===== src/design/lbsa_pkg.sv =====
// shared types and constants for the log band spectrum average block
package lbsa_pkg;

    localparam int unsigned LOG_W = 20;
    localparam int unsigned DIVD_W = 27;
    localparam int unsigned DIVS_W = 20;
    localparam int unsigned CNT_W = 7;
    localparam int unsigned CFG_IDX_W = 2;
    localparam int unsigned CFG_DATA_W = 16;

    localparam logic [CFG_IDX_W-1:0] CFG_BAR_COUNT = 2'd0;
    localparam logic [CFG_IDX_W-1:0] CFG_FREQ_LOW = 2'd1;
    localparam logic [CFG_IDX_W-1:0] CFG_FREQ_HIGH = 2'd2;

    localparam logic CMD_LOAD = 1'b0;
    localparam logic CMD_QUERY = 1'b1;

    localparam logic STATUS_OK = 1'b0;
    localparam logic STATUS_ERR = 1'b1;

    typedef struct packed {
        logic        cmd;
        logic [5:0]  bar_index;
        logic [15:0] bar_value;
        logic [15:0] edge_a_hz;
        logic [15:0] edge_b_hz;
        logic        spectrum_valid;
    } t_in_item;

    typedef struct packed {
        logic [15:0] band_level;
        logic        status;
    } t_out_item;

    typedef enum logic [3:0] {
        S_IDLE,
        S_LMIN,
        S_LMAX,
        S_LLO,
        S_DLO,
        S_LHI,
        S_DHI,
        S_SUM,
        S_MEAN
    } t_state;

    typedef enum logic [1:0] {
        LOG_FMIN,
        LOG_FMAX,
        LOG_LO,
        LOG_HI
    } t_log_sel;

    typedef enum logic {
        DIV_EDGE,
        DIV_MEAN
    } t_div_sel;

    typedef struct packed {
        logic     wr_bar;
        logic     capture;
        logic     log_start;
        t_log_sel log_sel;
        logic     lmin_latch;
        logic     den_latch;
        logic     div_start;
        t_div_sel div_sel;
        logic     b0_latch;
        logic     b1_latch;
        logic     sum_init;
        logic     emit;
        logic     emit_err;
    } t_ctl_cmd;

    typedef struct packed {
        logic is_query;
        logic query_err;
        logic log_done;
        logic den_zero;
        logic div_done;
        logic sum_done;
    } t_ctl_stat;

endpackage


===== src/design/lbsa_ctrl.sv =====
// query sequencer: logarithms, index divisions, band sum and mean
module lbsa_ctrl
    import lbsa_pkg::*;
(
    input  logic      i_clk,
    input  logic      i_rst_n,
    input  logic      i_start,
    input  t_ctl_stat i_stat,
    output t_ctl_cmd  o_cmd,
    output logic      o_busy
);

    t_state r_state;
    t_state n_state;
    logic   r_sum_first;

    always_ff @(posedge i_clk) begin
        if (!i_rst_n) begin
            r_state <= S_IDLE;
        end else begin
            r_state <= n_state;
        end
    end

    // next state and commands
    always_comb begin
        n_state = r_state;
        o_cmd = '0;
        o_cmd.log_sel = LOG_FMIN;
        o_cmd.div_sel = DIV_EDGE;
        case (r_state)
            S_IDLE: begin
                if (i_start) begin
                    if (!i_stat.is_query) begin
                        o_cmd.wr_bar = 1'b1;
                    end else if (i_stat.query_err) begin
                        o_cmd.emit = 1'b1;
                        o_cmd.emit_err = 1'b1;
                    end else begin
                        o_cmd.capture = 1'b1;
                        o_cmd.log_start = 1'b1;
                        o_cmd.log_sel = LOG_FMIN;
                        n_state = S_LMIN;
                    end
                end
            end
            S_LMIN: begin
                if (i_stat.log_done) begin
                    o_cmd.lmin_latch = 1'b1;
                    o_cmd.log_start = 1'b1;
                    o_cmd.log_sel = LOG_FMAX;
                    n_state = S_LMAX;
                end
            end
            S_LMAX: begin
                if (i_stat.log_done) begin
                    if (i_stat.den_zero) begin
                        o_cmd.emit = 1'b1;
                        o_cmd.emit_err = 1'b1;
                        n_state = S_IDLE;
                    end else begin
                        o_cmd.den_latch = 1'b1;
                        o_cmd.log_start = 1'b1;
                        o_cmd.log_sel = LOG_LO;
                        n_state = S_LLO;
                    end
                end
            end
            S_LLO: begin
                if (i_stat.log_done) begin
                    o_cmd.div_start = 1'b1;
                    n_state = S_DLO;
                end
            end
            S_DLO: begin
                if (i_stat.div_done) begin
                    o_cmd.b0_latch = 1'b1;
                    o_cmd.log_start = 1'b1;
                    o_cmd.log_sel = LOG_HI;
                    n_state = S_LHI;
                end
            end
            S_LHI: begin
                if (i_stat.log_done) begin
                    o_cmd.div_start = 1'b1;
                    n_state = S_DHI;
                end
            end
            S_DHI: begin
                if (i_stat.div_done) begin
                    o_cmd.b1_latch = 1'b1;
                    n_state = S_SUM;
                end
            end
            S_SUM: begin
                o_cmd.sum_init = r_sum_first;
                if (i_stat.sum_done && !r_sum_first) begin
                    o_cmd.div_start = 1'b1;
                    o_cmd.div_sel = DIV_MEAN;
                    n_state = S_MEAN;
                end
            end
            S_MEAN: begin
                o_cmd.div_sel = DIV_MEAN;
                if (i_stat.div_done) begin
                    o_cmd.emit = 1'b1;
                    n_state = S_IDLE;
                end
            end
            default: begin
                n_state = S_IDLE;
            end
        endcase
    end

    // first cycle in the sum state starts the bar reads
    always_ff @(posedge i_clk) begin
        if (!i_rst_n) begin
            r_sum_first <= 1'b0;
        end else begin
            r_sum_first <= (r_state == S_DHI) && i_stat.div_done;
        end
    end

    assign o_busy = (r_state != S_IDLE);

endmodule


===== config.mk =====
export PLATFORM = sky130hd
export DESIGN_NAME = lbsa_ctrl
export DESIGN_NICKNAME = d
export VERILOG_FILES = /design/src/design/lbsa_pkg.sv /design/src/design/lbsa_ctrl.sv
export SDC_FILE = /design/constraint.sdc
export NUM_CORES = 1
export LEC_CHECK = 0
export BUFFER_PORTS_ARGS = -buffer_cell sky130_fd_sc_hd__buf_4
export CORE_AREA = 2 2 39 41
export CTS_CLUSTER_DIAMETER = 120
export DETAILED_ROUTE_END_ITERATION = 8
export DIE_AREA = 0 0 41 43
export HOLD_SLACK_MARGIN = 0.05
export PLACE_DENSITY = 0.68
export SYNTH_ARGS = -nofsm -noshare
export SYNTH_HDL_FRONTEND = slang
export SYNTH_SLANG_ARGS = --single-unit

===== constraint.sdc =====
create_clock -name i_clk -period 1.5 [get_ports i_clk]
set_clock_uncertainty 0.05 [all_clocks]
set_input_delay 0.075 -clock i_clk [delete_from_list [all_inputs] [get_ports i_clk]]
set_output_delay 0.075 -clock i_clk [all_outputs]
set_load 0.05 [all_outputs]

==> impl_metrics.ini, run 1 <==
[route]
drt_iter0_markers = 11
vias = 670
viasPerCell = 5.45
drt_wl_total_um = 1570
drt-pass1-iter-count = 4
antenna_left = 0
wire_per_inst_um = 12.7
drc = 0

[critical_path]
crit_path_end_kind = primary output
rrSetupSlack_ns = 0.11
worst_ep_arrival_time_ns = 1.55
r2r_end = r_state[0]
critPathLaunchType = flip-flop
cp_max_fo = 7
required_ns = 1.37
reg2regPathDepth = 6
crit_type = reg2out
r2r_start = r_state[1]

[layout]
diodes = 0
nFillCells = 128
areaGrowthSynthToFinish_pct = 81.5
drive_gt1_share_pct = 55.1
nNetsFinal = 117
fin_area_um2 = 922
multi_input_area_um2 = 420
seq_area_um2 = 108
fin_cells = 123
layout_common_cells = buf_4, nand2_1, buf_6
final_common_cell = buf_4

[logic_synthesis]
syn_nets = 81
ys_seq_area_share_pct = 19.7
syn-instance-count = 72
synth_area_leaders = dfxtp_1, nand2_1, nand3_1
yosys.area.top_type = dfxtp_1
ys_warn_count = 0
synthArstFlopShare_pct = 0
synthFlopType = dfxtp_1
synth_top_area_share_pct = 19.7
ys_types = 29
ys_seq_elements = 5
syn_area_um2 = 508
syn_avg_cell_area_um2 = 7.06
synth-edff-count = 0

[place]
place_area_um2 = 768
dp_slack_ns = -0.00647
gp_congestion = 0.859
port_buffers = 23
dp.cells = 114
hpwlAfterDp_um = 1180

[floorplan]
design.die.area_um2 = 1760
core-area_um2 = 1380
io_pins = 24
start_util_pct = 36.7
fp.dieW_um = 41
rows = 14
die_h_um = 43

[worst_hold_path]
worstHoldStart = i_stat[3]
hold_depth = 3
hp-class = in2reg
hold_end = r_state[2]

[power]
p_seq_share_pct = 15.5
powerDensity_nw_per_um2 = 1330
power.internal_uw = 630
p_clk_share_pct = 12.6
p_leak_uw = 0.000425
swShare_pct = 48.7
peakVddDrop_mv = 0.744
switchingPower_uw = 598
power_frac_comb_pct = 72.0

[global_routing]
grt_antenna_before_repair = 0
grt-ovfl-total = 0
grt_pass1_wl_um = 2430
grt_pass1_vias = 610
grt_max_degree = 10
grt_usage_pct = 20.2

[sta]
fmax_mhz = 599
relSlewSlack_pct = 82.1
setup_viol = 6
report.final.slew_viol_count = 0
period_share_pct = 111
worst_pin_slew_ns = 0.267
layout_setup_ws_ns = -0.170
rsz0062_at_grt = yes
layout_min_cycle_time_ns = 1.67
finalHoldViolCount = 0

[clocking]
cts_made_buffers = 3
cts_tree = done
clkSlewWorstSetupHoldPaths_ns = 0.04
cts-root-buf = clkbuf_4
cts.path.max_buffers = 2
h-tree-depth = 1
cts_num_sinks = 5
clock_latency_ns = 0.24

[run]
max_cap_violations = 0

[status]
violations = setup timing
status = finished with violations
==> flip-flops by register name (all words and copies together) (netlist names) <==
| register | cells |
|---|---|
| r_sum_first | 1 |
| r_state | 4 |
==> final cells by class <==
type	instances	area share, %
clock buffers	4	2.85
inverters	6	2.44
multi-input cells	55	45.6
flip-flops and latches	5	11.7
well taps	16	2.17
repair buffers	37	35.3
==> power groups by stage <==
stage                     clock, µW  combinational, µW  sequential [µW]
after global routing            167                947              192
after CTS                       161                849              190
after detailed placement          0                767              183
after global placement            0                761              184
after floorplan                   0                568              171
final                           154                884              190
==> layer usage <==
metal,up-vias,global-route usage (%),part of all wire [%]
met5,-,0,0
met4,0,17.3,4.0
met3,8,1.57,7.3
met2,33,30.6,48
met1,304,23.9,40
li1,325,-,-
==> synthesized netlist by cell type, drive strengths merged, types with 2 or more instances <==
cell type  count
o211ai         3
buf            6
nor4           2
o21a           3
nor2           7
dfxtp          5
nand4          3
inv            6
nand2b         3
o21ai          3
nand3          6
nand2          9
a21oi          2
nor2b          3
and2           2
==> critical path, stage by stage, from the launching register on <==
cell     delay [ns]
dfxtp_2        0.39
buf_4          0.19
nor2_2         0.06
nand3_1        0.11
inv_1          0.07
or3_4          0.33
buf_8          0.16
==> worst max-delay path by stage <==
stage | depth (start not counted) | from | end | slack (ns)
2_1_floorplan | 5 | r_state[2] | o_cmd[11] | -0.33
3_3_place_gp | 5 | r_state[2] | o_cmd[11] | 0.01
3_5_place_dp | 5 | r_state[2] | o_cmd[11] | -0.006
4_1_cts | 5 | r_state[2] | o_cmd[11] | -0.16
5_1_grt | 6 | r_state[2] | o_cmd[11] | -0.23
6_report | 6 | r_state[2] | o_cmd[11] | -0.17
==> cell families (layout without fill, tap and decap cells) <==
logic type | after synthesis | count (layout) | share of synthesized area, %
and+or+nand+nor | 40 | 40 | 46.1
AOI/OAI and AO/OA | 14 | 14 | 18.5
buffers and inverters | 12 | 47 | 13.8
muxes | 1 | 1 | 1.97
DFF | 5 | 5 | 19.7
==> per-stage QoR <==
step	total power [µW]	hold WS [ns]	setup TNS (ns)	utilization, %
2_1_floorplan	738	0.142	-0.627	-
3_3_place_gp	946	0.272	0	55.5
3_5_place_dp	950	0.281	-0.00647	55.5
4_1_cts	1200	0.0983	-0.599	62.6
5_1_grt	1310	0.121	-1.46	66.6
6_report	1230	0.109	-0.551	66.6
==> repair_timing <==
item | 4_1_cts | 5_1_grt
hold buffers | 1 | 0
resized for setup | 14 | 10
setup buffers | 2 | 2
cloned | 0 | 0
endpoints found under the hold margin | 3 | 0
setup endpoints to repair | 11 | 15
pin swaps | 3 | 6
No activity file was read; power rests on OpenSTA's default activity.
==> run 2, diff against run 1 <==
SETUP_SLACK_MARGIN = 0.2   (was unset)
==> run 2 against run 1 <==
Against the previous run:
- the flow still finishes with violations (setup timing)
- register-to-register slack lost 0.08 ns
- maximum frequency fell by 3.5%
- non-clock buffer count rose by 14
- worst setup slack lost 0.061 ns
- via count up 15%
- critical path depth is 1 lower
- critical endpoint unchanged
- clock power grew 9.7%
==> impl_metrics.ini, run 2 (synthesis gave the netlist of run 1 again) <==
[status]
status = finished with violations
violations = setup timing

[clocking]
cts.path.max_buffers = 2
cts-root-buf = clkbuf_4
h-tree-depth = 1
clock_latency_ns = 0.26
cts_made_buffers = 3
cts_num_sinks = 5
cts_tree = done
clkSlewWorstSetupHoldPaths_ns = 0.05

[sta]
layout_min_cycle_time_ns = 1.73
rsz0062_at_grt = yes
setup_viol = 11
worst_pin_slew_ns = 0.310
fmax_mhz = 578
period_share_pct = 115
relSlewSlack_pct = 79.3
report.final.slew_viol_count = 0
finalHoldViolCount = 0
layout_setup_ws_ns = -0.231

[place]
gp_congestion = 0.887
port_buffers = 23
hpwlAfterDp_um = 1220
dp_slack_ns = -0.0374
place_area_um2 = 817

[route]
wire_per_inst_um = 17.3
drt_iter0_markers = 10
drt-pass1-iter-count = 4
viasPerCell = 5.61
drt_wl_total_um = 2370
antenna_left = 0
drc = 0
vias = 768

[layout]
final_util_pct = 87.3
top_register = r_state
drive_gt1_share_pct = 71.9
fin_area_um2 = 1210
nNetsFinal = 131
areaGrowthSynthToFinish_pct = 138
largest_reg_flops = 4
final_common_cell = buf_4
layout_common_cells = buf_4, buf_6, buf_8
largest_registers = r_state x4, r_sum_first x1
diodes = 0

[floorplan]
design.die.area_um2 = 1760
core-area_um2 = 1380
start_util_pct = 36.7
io_pins = 24
fp.dieW_um = 41
rows = 14
die_h_um = 43

[run]
max_cap_violations = 0

[global_routing]
grt_max_degree = 9
grt-ovfl-total = 0
grt_pass1_vias = 736
grt_usage_pct = 27.7
grt_antenna_before_repair = 0
grt_pass1_wl_um = 3210

[critical_path]
required_ns = 1.37
critPathLaunchType = flip-flop
crit_type = reg2out
cp_max_fo = 4
worst_ep_arrival_time_ns = 1.61
crit_path_end_kind = primary output

[power]
peakVddDrop_mv = 0.840
p_leak_uw = 0.000542
powerDensity_nw_per_um2 = 1350

[worst_hold_path]
hp-class = in2reg
[run 2: cell count changes in the layout (fill, tap and decap cells not counted), sizes merged]
cell / before / now
buf: 36 / 50
[run 2: timing repair]
action | CTS | global route
endpoints found under the setup margin | 17 | 17
setup buffers | 8 | 8
hold buffers | 1 | 0
resized for setup | 54 | 12
hold endpoints to repair | 3 | 0
cloned | 0 | 0
pin swaps | 13 | 10
[run 2: through the flow]
stage	setup TNS [ns]	power [µW]	hold slack (ns)	instances
after floorplan	-0.662	757	0.142	72
after global placement	-0.00866	999	0.276	116
after detailed placement	-0.0374	1010	0.283	116
after CTS	-0.581	1480	0.0880	129
after global routing	-1.64	1710	0.120	137
final	-0.981	1630	0.113	137
[run 2: worst max-delay path: stages (launching register included)]
cell	delay, ns
dfxtp_4	0.37
nor2b_4	0.14
a32oi_2	0.26
nor3_4	0.07
or3_4	0.34
buf_8	0.16
[run 2: metal layers]
layer	GRT usage, %	share of wire, %
met1	27.1	33
met2	46.6	54
met3	4.71	6.7
met4	22.7	6.1
met5	0	0
[run 2: cell type report]
class / instances / area, µm²
Fill cell: 75 / 175
Timing Repair Buffer: 51 / 513
Inverter: 6 / 22.5
Sequential cell: 5 / 115
Tap cell: 16 / 20.0
Clock buffer: 4 / 26.3
Multi-Input combinational cell: 55 / 512
[run 2: report_power, final]
group	internal [µW]	switching [µW]
sequential	163	47.0
combinational	606	649
clock	101	68.0
[run 2: worst paths after layout]
| path | startpoint | end | slack, ns | cells after the start |
|---|---|---|---|---|
| worst max-delay path | r_state[1] | o_cmd[11] | -0.23 | 5 |
| worst min-delay path | i_stat[3] | r_state[2] | 0.11 | 3 |
| worst max register to register | r_state[3] | r_state[0] | 0.03 | 7 |
| worst min register to register | r_state[3] | r_state[2] | 0.54 | 2 |
==> run 3, diff against run 2 <==
PLACE_DENSITY = 0.75   (was 0.68)
==> run 3 against run 2 <==
Against the previous run:
- the flow still finishes with violations (setup timing)
- sequential share of layout area rose by 1.6 points
- clock power fell by 9%
- die area did not move
- cell count fell by 10%
- critical path type unchanged
==> impl_metrics.ini, run 3 (synthesis gave the netlist of run 1 again) <==
[floorplan]
rows = 14
design.die.area_um2 = 1760
fp.dieW_um = 41
start_util_pct = 36.7
core-area_um2 = 1380
io_pins = 24
die_h_um = 43

[sta]
period_share_pct = 111
fmax_mhz = 600
worst_pin_slew_ns = 0.260
setup_viol = 8
layout_setup_ws_ns = -0.168
report.final.slew_viol_count = 0
layout_min_cycle_time_ns = 1.67
rsz0062_at_grt = yes
finalHoldViolCount = 0
relSlewSlack_pct = 82.5

[global_routing]
grt_pass1_vias = 639
grt-ovfl-total = 0
grt_usage_pct = 22.3
grt_max_degree = 9
grt_pass1_wl_um = 2620
grt_antenna_before_repair = 0

[critical_path]
critPathLaunchType = flip-flop
r2r_start = r_state[2]
reg2regPathDepth = 6
rrSetupSlack_ns = 0.12
crit_path_end_kind = primary output
required_ns = 1.37
worst_ep_arrival_time_ns = 1.54
cp_max_fo = 5
crit_type = reg2out
r2r_end = r_state[0]

[worst_hold_path]
hold_depth = 3
worstHoldStart = i_stat[3]
hp-class = in2reg
hold_end = r_state[2]

[route]
viasPerCell = 5.29
drc = 0
drt_iter0_markers = 15
drt_wl_total_um = 1670
antenna_left = 0
vias = 651
wire_per_inst_um = 13.6
drt-pass1-iter-count = 4

[place]
port_buffers = 23
hpwlAfterDp_um = 1240
dp_slack_ns = -0.0423
gp_congestion = 0.858
dp.cells = 116

[layout]
largest_reg_flops = 4
areaGrowthSynthToFinish_pct = 87.7
layout_common_cells = buf_4, nand2_1, buf_6
nNetsFinal = 117
final_common_cell = buf_4
fin_cells = 123
drive_gt1_share_pct = 59.8
largest_registers = r_state x4, r_sum_first x1
diodes = 0
nFillCells = 107
top_register = r_state

[clocking]
clkSlewWorstSetupHoldPaths_ns = 0.04
cts_num_sinks = 5
h-tree-depth = 1
cts.path.max_buffers = 2
cts_made_buffers = 3
cts-root-buf = clkbuf_4
cts_tree = done
clock_latency_ns = 0.24

[power]
powerDensity_nw_per_um2 = 1380
p_leak_uw = 0.000425
peakVddDrop_mv = 0.816
report.power.total_uw = 1320

[status]
status = finished with violations
violations = setup timing

[run]
max_cap_violations = 0
## run 3: cell count changes in the layout (fill, tap and decap cells not counted), moves of 2 or more
cell     change
buf_4        +3
buf_6       -12
buf_8        -6
dfxtp_2      +2
dfxtp_4      -3
inv_1        +2
inv_2        -2
nand3_1      +2
nand3_4      -2
nor2_1       +2
nor2_4       -2
nor2b_4      -2
## run 3: layer usage
metal / part of all wire (%) / GRT usage (%)
met1: 41 / 25.6
met2: 52 / 35.3
met3: 5.9 / 4.19
met4: 1.4 / 14.0
met5: 0 / 0
## run 3: worst max path at each step
stage / start / slack [ns] / to / depth (start not counted)
CTS: r_state[0] / -0.17 / o_cmd[1] / 5
global route: r_state[2] / -0.24 / o_cmd[11] / 5
finish: r_state[2] / -0.17 / o_cmd[11] / 5
global placement: r_state[2] / -0.01 / o_cmd[11] / 5
floorplan: r_state[2] / -0.33 / o_cmd[11] / 5
detailed placement: r_state[2] / -0.04 / o_cmd[11] / 5
## run 3: through the flow
stage / hold WS [ns] / cell area (µm²) / utilization [%] / TNS [ns]
2_1_floorplan: 0.142 / 589 / - / -0.662
3_3_place_gp: 0.276 / 830 / 59.9 / -0.00988
3_5_place_dp: 0.275 / 830 / 59.9 / -0.0521
4_1_cts: 0.110 / 927 / 67.0 / -0.657
5_1_grt: 0.124 / 953 / 68.9 / -1.28
6_report: 0.120 / 953 / 68.9 / -0.620
## run 3: critical path, cell delays in order (launching register included)
cell	delay, ns
dfxtp_4	0.36
nor4_4	0.30
nand2_2	0.13
nor3b_4	0.22
or3_4	0.16
buf_8	0.13
## run 3: what timing repair did
| action | in CTS | in global routing |
|---|---|---|
| gates resized for setup | 18 | 5 |
| setup endpoints to repair | 17 | 17 |
| hold buffers | 1 | 0 |
| endpoints found under the hold margin | 3 | 0 |
| pin swaps | 7 | 3 |
| setup buffers | 0 | 2 |
## run 3: power breakdown
group / switching (µW) / internal, µW / total [µW]
Sequential: 33.6 / 158 / 191
Clock: 52.9 / 100 / 153
Combinational: 541 / 433 / 974
Total: 628 / 691 / 1320
## run 3: final cells by class
type	count	area, µm²	area share, %
tap	16	20.0	2.10
multi-input combinational	55	448	47.0
timing repair buffer	37	330	34.6
sequential	5	106	11.2
inverter	6	22.5	2.36
clock buffer	4	26.3	2.76
